`config.mk`:
```
export PLATFORM = sky130hd
export DESIGN_NAME = binary_thinning_subpass
export DESIGN_NICKNAME = d
export VERILOG_FILES = /design/src/rtl/core/bts_pkg.sv /design/src/rtl/core/bts_line_store.sv /design/src/rtl/core/bts_kernel.sv /design/src/rtl/core/bts_out_queue.sv /design/src/rtl/core/binary_thinning_subpass.sv
export SDC_FILE = /design/constraint.sdc
export NUM_CORES = 2
export LEC_CHECK = 0
export ABC_AREA = 1
export BUFFER_PORTS_ARGS = -buffer_cell sky130_fd_sc_hd__buf_2
export CAP_MARGIN = 20
export CORE_UTILIZATION = 57
export DETAILED_ROUTE_END_ITERATION = 7
export GPL_ROUTABILITY_DRIVEN = 1
export GPL_TIMING_DRIVEN = 1
export PLACE_DENSITY = 0.76
export SYNTH_ARGS = -nofsm -noshare
export SYNTH_HDL_FRONTEND = slang
export SYNTH_SLANG_ARGS = --single-unit
```
`constraint.sdc`:
```
create_clock -name clk -period 17.9 [get_ports clk]
set_input_delay 0.895 -clock clk [delete_from_list [all_inputs] [get_ports clk]]
set_output_delay 0.895 -clock clk [all_outputs]
set_load 0.005 [all_outputs]
```
`src/rtl/core/bts_pkg.sv`:
```
package bts_pkg;

    localparam int MAX_WIDTH = 1024;

    localparam int ROW_W   = 12;
    localparam int OUTC_W  = 10;
    localparam int WIDTH_W = 11;
    localparam int CFG_W   = 12;
    localparam int IDX_W   = 2;

    localparam logic [WIDTH_W-1:0] WIDTH_RESET  = WIDTH_W'(640);
    localparam logic [ROW_W-1:0]   HEIGHT_RESET = ROW_W'(480);

    typedef enum logic [IDX_W-1:0] {
        REG_IMAGE_WIDTH    = 2'd0,
        REG_IMAGE_HEIGHT   = 2'd1,
        REG_SUBPASS_PARITY = 2'd2
    } cfg_reg_t;

    typedef struct packed {
        logic [ROW_W-1:0]  row;
        logic [OUTC_W-1:0] col;
        logic              pix;
        logic              del;
        logic              last;
    } result_t;

endpackage

```
`src/rtl/core/bts_line_store.sv`:
```
module bts_line_store #(
    parameter int DEPTH = bts_pkg::MAX_WIDTH,
    parameter int ADDR_W = $clog2(DEPTH)
) (
    input  logic              clk,
    input  logic              rd_en,
    input  logic [ADDR_W-1:0] rd_addr,
    output logic              rd_up,
    output logic              rd_mid,
    input  logic              wr_en,
    input  logic [ADDR_W-1:0] wr_addr,
    input  logic              wr_up,
    input  logic              wr_mid
);

    logic upper_mem [DEPTH];
    logic middle_mem [DEPTH];
    logic rd_up_reg;
    logic rd_mid_reg;

    always_ff @(posedge clk)
    begin
        if (wr_en)
        begin
            upper_mem[wr_addr]  <= wr_up;
            middle_mem[wr_addr] <= wr_mid;
        end
    end

    always_ff @(posedge clk)
    begin
        if (rd_en)
        begin
            rd_up_reg  <= upper_mem[rd_addr];
            rd_mid_reg <= middle_mem[rd_addr];
        end
    end

    assign rd_up  = rd_up_reg;
    assign rd_mid = rd_mid_reg;

endmodule

```
`src/rtl/core/bts_kernel.sv`:
```
module bts_kernel #(
    parameter int COL_W = 10
) (
    input  logic [bts_pkg::ROW_W-1:0] row,
    input  logic [COL_W-1:0]          col,
    input  logic                      pix,
    input  logic                      up,
    input  logic                      mid,
    input  logic [5:0]                win,
    input  logic                      parity,
    input  logic [COL_W-1:0]          last_col,
    input  logic [bts_pkg::ROW_W-1:0] last_row,
    output bts_pkg::result_t          res [3],
    output logic [1:0]                count
);

    logic [2:0]       lc;
    logic [2:0]       cc;
    logic [2:0]       rc;
    logic [7:0]       ring;
    logic [7:0]       rises;
    logic [3:0]       set_cnt;
    logic             m1;
    logic             m2;
    logic             clear_ok;
    logic             del;
    logic             v0;
    logic             v1;
    logic             v2;
    logic             row_ok;
    logic             col_ok;
    bts_pkg::result_t e0;
    bts_pkg::result_t e1;
    bts_pkg::result_t e2;

    assign cc = win[2:0];
    assign lc = win[5:3];
    assign rc = {pix, mid, up};

    // Neighbours clockwise from north: P2 P3 P4 P5 P6 P7 P8 P9.
    assign ring = {lc[0], lc[1], lc[2], cc[2], rc[2], rc[1], rc[0], cc[0]};
    assign rises = ~ring & {ring[0], ring[7:1]};
    assign set_cnt = 4'($countones(ring));

    always_comb
    begin
        if (parity)
        begin
            m1 = cc[0] & rc[1] & lc[1];
            m2 = cc[0] & cc[2] & lc[1];
        end
        else
        begin
            m1 = cc[0] & rc[1] & cc[2];
            m2 = rc[1] & cc[2] & lc[1];
        end
    end

    assign clear_ok = cc[1] && ($countones(rises) == 1) && (set_cnt >= 4'd2)
                      && (set_cnt <= 4'd6) && !m1 && !m2;

    assign row_ok = (row != '0);
    assign col_ok = (col != '0);
    assign del = clear_ok && (row >= bts_pkg::ROW_W'(2)) && (col >= COL_W'(2));

    assign v0 = row_ok && col_ok;
    assign v1 = row_ok && (col == last_col);
    assign v2 = (row == last_row);

    always_comb
    begin
        e0.row  = row - bts_pkg::ROW_W'(1);
        e0.col  = bts_pkg::OUTC_W'(col - COL_W'(1));
        e0.pix  = cc[1] & ~del;
        e0.del  = del;
        e0.last = !v1 && !v2;

        e1.row  = row - bts_pkg::ROW_W'(1);
        e1.col  = bts_pkg::OUTC_W'(col);
        e1.pix  = mid;
        e1.del  = 1'b0;
        e1.last = !v2;

        e2.row  = row;
        e2.col  = bts_pkg::OUTC_W'(col);
        e2.pix  = pix;
        e2.del  = 1'b0;
        e2.last = 1'b1;
    end

    // Results are packed to the front in emission order.
    always_comb
    begin
        res[0] = e0;
        res[1] = e1;
        res[2] = e2;
        if (!v0)
        begin
            res[0] = v1 ? e1 : e2;
            res[1] = e2;
        end
        else if (!v1)
        begin
            res[1] = e2;
        end
        count = 2'({1'b0, v0} + {1'b0, v1} + {1'b0, v2});
    end

endmodule

```
`src/rtl/core/bts_out_queue.sv`:
```
module bts_out_queue (
    input  logic             clk,
    input  logic             rst_n,
    input  logic             load,
    input  bts_pkg::result_t load_res [3],
    input  logic [1:0]       load_count,
    output logic             free,
    output logic             valid,
    input  logic             stall,
    output bts_pkg::result_t head
);

    bts_pkg::result_t slot_reg [3];
    bts_pkg::result_t slot_next [3];
    logic [1:0]       count_reg;
    logic [1:0]       count_next;
    logic             take;

    assign valid = (count_reg != 2'd0);
    assign take  = valid && !stall;
    assign free  = (count_reg == 2'd0) || ((count_reg == 2'd1) && take);
    assign head  = slot_reg[0];

    always_comb
    begin
        slot_next  = slot_reg;
        count_next = count_reg;
        if (load)
        begin
            slot_next  = load_res;
            count_next = load_count;
        end
        else if (take)
        begin
            slot_next[0] = slot_reg[1];
            slot_next[1] = slot_reg[2];
            count_next   = count_reg - 2'd1;
        end
    end

    always_ff @(posedge clk or negedge rst_n)
    begin
        if (!rst_n)
        begin
            count_reg <= 2'd0;
        end
        else
        begin
            count_reg <= count_next;
        end
    end

    always_ff @(posedge clk)
    begin
        slot_reg <= slot_next;
    end

endmodule

```
`src/rtl/core/binary_thinning_subpass.sv`:
```
// One sub-pass of two-sub-pass parallel thinning on a binary image streamed in raster order,
// one pixel per beat. A pixel is accepted every cycle while results drain at the same pace;
// each pixel normally yields one result (the window centre one row and one column behind it),
// but the last pixel of a row adds the last column of the previous row, and every pixel of the
// last row adds itself, so up to three results leave in turn through a three-entry result
// queue and the input stalls there while the queue drains. Each pixel is registered with its
// line-store read, then its results pass through the result queue. Writing image_width or
// image_height restarts the frame at row 0, column 0; parity takes effect at once. Registers
// must be written only while no pixel is in flight; the block itself does not enforce it.
module binary_thinning_subpass #(
    parameter int MAX_WIDTH = bts_pkg::MAX_WIDTH
) (
    input  logic                          clk,
    input  logic                          rst_n,
    input  logic                          in_valid,
    output logic                          in_stall,
    input  logic                          pixel_in,
    output logic                          out_valid,
    input  logic                          out_stall,
    output logic [bts_pkg::ROW_W-1:0]     out_row,
    output logic [bts_pkg::OUTC_W-1:0]    out_col,
    output logic                          pixel_out,
    output logic                          was_deleted,
    output logic                          last_of_run,
    input  logic                          cfg_valid,
    output logic                          cfg_ready,
    input  logic [bts_pkg::IDX_W-1:0]     cfg_index,
    input  logic [bts_pkg::CFG_W-1:0]     cfg_data
);

    localparam int COL_W = $clog2(MAX_WIDTH);
    localparam int CMP_W = (COL_W + 1 > bts_pkg::WIDTH_W) ? COL_W + 1 : bts_pkg::WIDTH_W;

    logic [bts_pkg::WIDTH_W-1:0] width_reg;
    logic [bts_pkg::ROW_W-1:0]   height_reg;
    logic                        parity_reg;
    logic [bts_pkg::ROW_W-1:0]   row_count_reg;
    logic [bts_pkg::ROW_W-1:0]   row_count_next;
    logic [COL_W-1:0]            col_count_reg;
    logic [COL_W-1:0]            col_count_next;
    logic [5:0]                  win_reg;
    logic [5:0]                  win_next;
    logic                        s1_valid_reg;
    logic                        s1_valid_next;
    logic                        s1_pix_reg;
    logic [bts_pkg::ROW_W-1:0]   s1_row_reg;
    logic [COL_W-1:0]            s1_col_reg;

    logic [CMP_W-1:0]            width_ext;
    logic [COL_W-1:0]            last_col;
    logic [bts_pkg::ROW_W-1:0]   last_row;
    logic                        accept;
    logic                        cfg_write;
    logic                        size_write;
    logic                        s1_go;
    logic                        rd_up;
    logic                        rd_mid;
    logic                        q_free;
    bts_pkg::result_t            k_res [3];
    logic [1:0]                  k_count;
    bts_pkg::result_t            q_head;

    assign cfg_ready  = 1'b1;
    assign cfg_write  = cfg_valid && cfg_ready;
    assign size_write = cfg_write && ((cfg_index == bts_pkg::REG_IMAGE_WIDTH)
                                   || (cfg_index == bts_pkg::REG_IMAGE_HEIGHT));

    // Width saturates to [3, MAX_WIDTH], height to at least 3.
    assign width_ext = CMP_W'(width_reg);
    always_comb
    begin
        if (width_ext < CMP_W'(3))
        begin
            last_col = COL_W'(2);
        end
        else if (width_ext > CMP_W'(MAX_WIDTH))
        begin
            last_col = COL_W'(MAX_WIDTH - 1);
        end
        else
        begin
            last_col = COL_W'(width_ext - CMP_W'(1));
        end
    end

    assign last_row = (height_reg < bts_pkg::ROW_W'(3)) ? bts_pkg::ROW_W'(2)
                                                        : height_reg - bts_pkg::ROW_W'(1);

    // An item with no results never waits for the queue.
    assign s1_go    = s1_valid_reg && ((k_count == 2'd0) || q_free);
    assign in_stall = s1_valid_reg && !s1_go;
    assign accept   = in_valid && !in_stall;

    always_comb
    begin
        row_count_next = row_count_reg;
        col_count_next = col_count_reg;
        if (size_write)
        begin
            row_count_next = '0;
            col_count_next = '0;
        end
        else if (accept)
        begin
            if (col_count_reg == last_col)
            begin
                col_count_next = '0;
                row_count_next = (row_count_reg == last_row) ? '0
                                 : row_count_reg + bts_pkg::ROW_W'(1);
            end
            else
            begin
                col_count_next = col_count_reg + COL_W'(1);
            end
        end
    end

    always_comb
    begin
        win_next = win_reg;
        if (size_write)
        begin
            win_next = '0;
        end
        else if (s1_go)
        begin
            win_next = {win_reg[2:0], s1_pix_reg, rd_mid, rd_up};
        end
    end

    always_comb
    begin
        s1_valid_next = s1_valid_reg;
        if (accept)
        begin
            s1_valid_next = 1'b1;
        end
        else if (s1_go)
        begin
            s1_valid_next = 1'b0;
        end
    end

    always_ff @(posedge clk or negedge rst_n)
    begin
        if (!rst_n)
        begin
            width_reg     <= bts_pkg::WIDTH_RESET;
            height_reg    <= bts_pkg::HEIGHT_RESET;
            parity_reg    <= 1'b0;
            row_count_reg <= '0;
            col_count_reg <= '0;
            win_reg       <= '0;
            s1_valid_reg  <= 1'b0;
        end
        else
        begin
            if (cfg_write)
            begin
                case (cfg_index)
                    bts_pkg::REG_IMAGE_WIDTH:    width_reg  <= cfg_data[bts_pkg::WIDTH_W-1:0];
                    bts_pkg::REG_IMAGE_HEIGHT:   height_reg <= cfg_data;
                    bts_pkg::REG_SUBPASS_PARITY: parity_reg <= cfg_data[0];
                    default:                     ;
                endcase
            end
            row_count_reg <= row_count_next;
            col_count_reg <= col_count_next;
            win_reg       <= win_next;
            s1_valid_reg  <= s1_valid_next;
        end
    end

    always_ff @(posedge clk)
    begin
        if (accept)
        begin
            s1_pix_reg <= pixel_in;
            s1_row_reg <= row_count_reg;
            s1_col_reg <= col_count_reg;
        end
    end

    // The read for a column and the write-back of the column before it never share an address.
    bts_line_store #(
        .DEPTH  (MAX_WIDTH),
        .ADDR_W (COL_W)
    ) u_line_store (
        .clk     (clk),
        .rd_en   (accept),
        .rd_addr (col_count_reg),
        .rd_up   (rd_up),
        .rd_mid  (rd_mid),
        .wr_en   (s1_go),
        .wr_addr (s1_col_reg),
        .wr_up   (rd_mid),
        .wr_mid  (s1_pix_reg)
    );

    bts_kernel #(
        .COL_W (COL_W)
    ) u_kernel (
        .row      (s1_row_reg),
        .col      (s1_col_reg),
        .pix      (s1_pix_reg),
        .up       (rd_up),
        .mid      (rd_mid),
        .win      (win_reg),
        .parity   (parity_reg),
        .last_col (last_col),
        .last_row (last_row),
        .res      (k_res),
        .count    (k_count)
    );

    bts_out_queue u_out_queue (
        .clk        (clk),
        .rst_n      (rst_n),
        .load       (s1_go && (k_count != 2'd0)),
        .load_res   (k_res),
        .load_count (k_count),
        .free       (q_free),
        .valid      (out_valid),
        .stall      (out_stall),
        .head       (q_head)
    );

    assign out_row     = q_head.row;
    assign out_col     = q_head.col;
    assign pixel_out   = q_head.pix;
    assign was_deleted = q_head.del;
    assign last_of_run = q_head.last;

endmodule

```
---- After elaboration in Yosys (flattened, before gate mapping) ----
Memory sizes are Yosys's and may differ from the RTL's. A register that Yosys moved wholly into a read port is not among the register bits.
Cells that the tools add are included.
W data, S select, Z words.
cells by class
  $lt $le $gt $ge ......................... 7
  add/sub/neg operators ................... 23
  divide/modulo/power cells ............... 0
  multiply operators ...................... 0
  shift-type cells ........................ 0
  bitwise gates (word level) .............. 11
  equality and inequality tests ........... 8
  reduce and logical (&&, ||, !) cells .... 43
  mux-type cells .......................... 25
operator list
  kind                     count
  $mux W50                 2
  $add A32 B32 Y32         3
  $mux W25                 3
  $mux W12                 5
  $mux W10                 5
  $eq A32 B2 Y1 const B    1
  $eq A12 B12 Y1           2
  $sub A12 B1 Y12 const B  2
  $eq A10 B10 Y1           2
  $sub A10 B1 Y10 const B  2
  $add A1 B1 Y2            9
  $logic_and A1 B1 Y1      17
  $reduce_bool A2 Y1       7
  $add A12 B1 Y12 const B  1
  $add A4 B4 Y4            3
  $ge A12 B2 Y1 const B    1
  $lt A12 B2 Y1 const B    1
  $mux W6                  2
  $reduce_bool A12 Y1      1
  $gt A11 B11 Y1 const B   1
  $lt A11 B2 Y1 const B    1
  $add A10 B1 Y10 const B  1
  $ge A10 B2 Y1 const B    1
  $reduce_bool A10 Y1      1
  16 further kinds         43
word-level totals
  bits of input ports ..................... 20
  logic and storage cells ................. 143
  memories kept ........................... 2
  bits in latches ......................... 0
  RAM bits ................................ 2048
  register bits after elaboration ......... 151
  output and inout port bits .............. 28
  ROM bits ................................ 0
memories
  memory                   depth  width  rd ports  clocked after Yosys merged registers in  write ports  line                  text
  u_line_store.middle_mem  1024   1      1         1                                        1            bts_line_store.sv:17  logic middle_mem [DEPTH];
  u_line_store.upper_mem   1024   1      1         1                                        1            bts_line_store.sv:16  logic upper_mem [DEPTH];

---- Longest topological paths before layout ----
  depth after elaboration ................. 17
  depth in mapped cells ................... 25
  gate-level depth less buffers ........... 24

---- Modules after synthesis ----
Synthesis repeated with hierarchy kept, for this count alone.
second synthesis, totals
  cells, all modules ...................... 9268
  area, all modules ....................... 97064.3 um2
modules (own cells, without submodules)
  module                   instances  cells each  sequential area each (um2)  area each (um2)
  bts_line_store           1          7945        61559.0                     86975.9
  binary_thinning_subpass  1          616         2024.4                      4494.3
  bts_out_queue            1          284         2302.2                      3264.4
  bts_kernel               1          423         0.0                         2329.7

---- Worst setup path before layout ----
OpenSTA, ideal clock, no wires.
  kind .................................... register to register
  start ................................... reg u_line_store.rd_mid_reg, in the netlist u_line_store.rd_mid (read register of u_line_store.middle_mem)
  end ..................................... reg u_out_queue.slot_reg (netlist bit u_out_queue.head[2]), data pin
  required time ........................... 17.647 ns
  library setup time ...................... 0.253 ns
  clock period less this slack ............ 17.528 ns
  arrival time ............................ 17.275 ns
  setup slack ............................. 0.372 ns
  buffers on the path ..................... 0
  stages on the path, launching flop included .. 18
  cell sequence ........................... edfxtp_1 > inv_1 > ha_1 > nor3b_1 > fa_1 > inv_1 > fa_1 > inv_1 > ha_1 > fa_1 > nor4_1 > o311ai_0 > a21oi_1 > nand3_1 > nand3_1 > nand2_1 > nand2_1 > nand2_1
RTL lines
  what                  line                  text
  from (decl)           bts_line_store.sv:19  logic rd_mid_reg;
  to (signal assigned)  bts_out_queue.sv:55   slot_reg <= slot_next;
  to (decl)             bts_out_queue.sv:13   bts_pkg::result_t slot_reg [3];

==> metrics.yaml <==
global_route:
  grt_most_used_layer: "met2"
  use_met2_pct: 47.4
  gr-total-overflow: 0
  grt_pass1_wl_mm: 397
  grt_pass1_vias: 66900
  grt_use_total_pct: 30.2
  grt_max_degree: 242
  grtUsageMet3_pct: 5.95
  antenna_found_initial: 0
  use_met1_pct: 41.5
synth:
  synth_nets: 9694
  synth-simple-area-share_pct: 20.4
  synthesis.area_um2: 97600
  synth-adder-area-share_pct: 0.518
  synth_mux_area_share_pct: 0
  syn_avg_cell_area_um2: 10.1
  synth_compound_area_share_pct: 6.14
  synth-async-reset-ratio_pct: 2.50
  synth-warning-count: 0
  synth-edff-count: 2145
  synth_xor_area_share_pct: 0.332
  synth_flop_cell: "edfxtp_1"
  synth_top_family_by_area: "simple AND/OR/NAND/NOR gates"
  ys_ff_latch: 2200
  seq_area_frac_synth_pct: 67.4
  synthCells: 9639
  ys_types: 48
sta:
  drv_slew: 0
  setup_viol: 0
  skew_ps: 56.3
  tns_ps: 0
  worst_pin_slew_ps: 1240
  clock.fmax_mhz: 138
  hold_ws_ps: 232
  rsz0062_at_grt: "no"
  post-route-period-util_pct: 40.6
  relSlewSlack_pct: 17.2
  period_needed_ps: 7270
  hold_violations: 0
drt:
  wirelength_mm: 264
  drtIter0Drc: 10700
  viasPerCell: 5.98
  detail_route.wl_per_cell_um: 22.4
  drc: 3
  ant_nets: 0
  firstDrtPassIters: 8
  vias: 70500
cts:
  cts_made_buffers: 216
  post-cts-setup-buffers: 0
  clk-insertion-delay-late_ps: 870
  cts_resized: 0
  clock-sinks: 2200
  htreeDepth: 4
  clockBufferDepth: 3
  cts_tree: "yes"
  clk_transition_reported_paths_ps: 60
  ctsHoldBuffers: 0
  cts-root-buf: "clkbuf_16"
hold_path:
  hold_class: "input pin to asynchronous set/reset pin"
critical_path:
  arrival_ps: 7970
  path_class: "flip-flop to flip-flop"
  cp-start-kind: "flip-flop"
  crit_path_end_kind: "flip-flop"
  critPathLaunch: "height_reg[6]$_DFFE_PN1P_"
  r2r-start: "height_reg[6]$_DFFE_PN1P_"
  required_ps: 18600
  crit_fanout: 41
run:
  cap_violations: 0
placed_design:
  io_buffers: 46
  place_congestion: 0.907
  place_hpwl_mm: 150
die:
  design.core.area_um2: 170000
  io_pins: 48
  die_w_um: 416
  placementRows: 151
  start_util_pct: 57.5
  die_h_um: 416
  die-area_um2: 173000
outcome:
  violations: "design-rule violations"
  status: "complete, but fails checks"
layout:
  syn2layout_area_growth_pct: 8.53
  drive_gt1_share_pct: 5.68
  finalNetCount: 9429
power:
  vdd_ir_drop_max_uv: 239
  leakage_uw: 0.0378
  power_density_nw_per_um2: 153
==> cell families (layout without fill, tap and decap cells) <==
logic type,after synthesis,count (layout)
AND/OR/NAND/NOR,5023,5023
flip-flops,2200,2200
buffers and inverters,1230,1150
AO/OA/AOI/OAI,1113,1113
XOR/XNOR,37,37
adder cells (fa/ha/maj),35,35
other,1,6
==> stage by stage <==
step	worst slack (ps)	std cells	total power, µW	util, %	instance area [µm²]
after floorplan	372	9639	10500	-	97600
after global placement	10780	11400	11600	58.2	98800
after detailed placement	10720	11400	11700	58.3	98900
after CTS	10710	11800	16100	62.4	106000
after global routing	9960	11800	16900	62.4	106000
final	10630	11800	16200	62.4	106000
==> worst paths after layout <==
check / to / slack, ps / cells past startpoint
max in group asynchronous: col_count_reg[1]$_DFFE_PN0P_ / 17070 / 2
setup / recovery: u_out_queue.slot_reg[39]$_DFFE_PP_ / 10630 / 22
hold reg to reg: height_reg[8]$_DFFE_PN1P_ / 510 / 2
setup reg to reg: u_out_queue.slot_reg[39]$_DFFE_PP_ / 10630 / 22
hold / removal: row_count_reg[5]$_DFFE_PN0P_ / 230 / 2
min in group clk: s1_pix_reg$_DFFE_PP_ / 250 / 1
==> where the power goes <==
group          leakage [µW]  switching, µW  internal [µW]
Clock               0.00340           1950           2530
Sequential           0.0200            149           6340
Combinational        0.0143           3980           1290
==> cell usage in the layout (no fill, tap or decap), types with 7 or more instances in the layout <==
master     netlist  routed
buf_2          210      46
bufinv_16        0      20
a21oi_1         96      96
nor2_2           6       7
buf_4           33     103
dfrtp_1         49      45
nand2_2          9      24
nor2_1        2404    2402
edfxtp_1      2145    2145
clkinv_2         0      44
inv_1          569     568
nand3b_1         7       7
buf_12           0      10
or2_2           10      10
nand3_1        641     641
o22ai_1         36      36
clkbuf_16        0     217
ha_1            26      26
clkbuf_1       335      50
nand4_1         37      37
clkinv_1         4      48
o21ai_1         15      15
nand2_1       1874    1859
nor3_1          21      21
o21ai_0        819     818
fa_1             9       9
o211ai_1       128     128
inv_6            0       7
xor2_1          32      32
==> metal layers <==
metal | part of all wire (%) | wire (µm) | vias up
li1 | - | - | 31800
met1 | 38 | 100000 | 33900
met2 | 47 | 123000 | 4171
met3 | 12 | 30600 | 616
met4 | 4.0 | 10600 | 0
met5 | 0 | 0 | -
==> synthesized netlist by cell type (2+ instances only) <==
master / number / area, µm²
nor2_1: 2404 / 9020
edfxtp_1: 2145 / 64400
nand2_1: 1874 / 7030
o21ai_0: 819 / 4100
nand3_1: 641 / 3210
inv_1: 569 / 2140
clkbuf_1: 335 / 1260
buf_2: 210 / 1050
o211ai_1: 128 / 961
a21oi_1: 96 / 480
buf_1: 66 / 248
dfrtp_1: 49 / 1230
nand4_1: 37 / 231
o22ai_1: 36 / 225
buf_4: 33 / 248
xor2_1: 32 / 280
ha_1: 26 / 325
nor3_1: 21 / 105
o21ai_1: 15 / 75.1
or2_2: 10 / 62.6
fa_1: 9 / 180
inv_2: 9 / 33.8
nand2_2: 9 / 56.3
nand3b_1: 7 / 52.6
a22oi_1: 6 / 45.0
dfstp_2: 6 / 158
nor2_2: 6 / 37.5
xnor2_1: 5 / 43.8
buf_6: 4 / 45.0
clkinv_1: 4 / 15.0
nand3_2: 3 / 30.0
nor4_1: 3 / 18.8
o221ai_1: 3 / 26.3
o31ai_1: 3 / 22.5
and3_1: 2 / 12.5
nor3b_1: 2 / 15.0
==> area by class of cell <==
type | count | area (µm²)
Sequential cell | 2200 | 65800
Fill cell | 13100 | 63800
Multi-Input combinational cell | 6209 | 26800
Clock buffer | 269 | 5650
Tap cell | 2218 | 2780
Inverter | 582 | 2210
Timing Repair Buffer | 165 | 1340
Clock inverter | 134 | 1300
Antenna cell | 5 | 12.5
==> worst max-delay path: stages, from the launching register on <==
cell	delay (ps)
dfstp_2	390
nor2_2	180
inv_1	60
nor2_1	160
nand3_1	750
nand2_1	390
xor2_1	270
nand4_1	110
nor2_1	110
nand2_1	70
nor3_2	340
fa_1	490
or2_2	330
o211ai_1	160
nand2_1	220
inv_2	680
nand2_2	560
buf_4	440
nor2_2	800
inv_1	230
o21ai_0	230
inv_1	70
nand2_1	70
No activity file was read; power rests on OpenSTA's default activity.
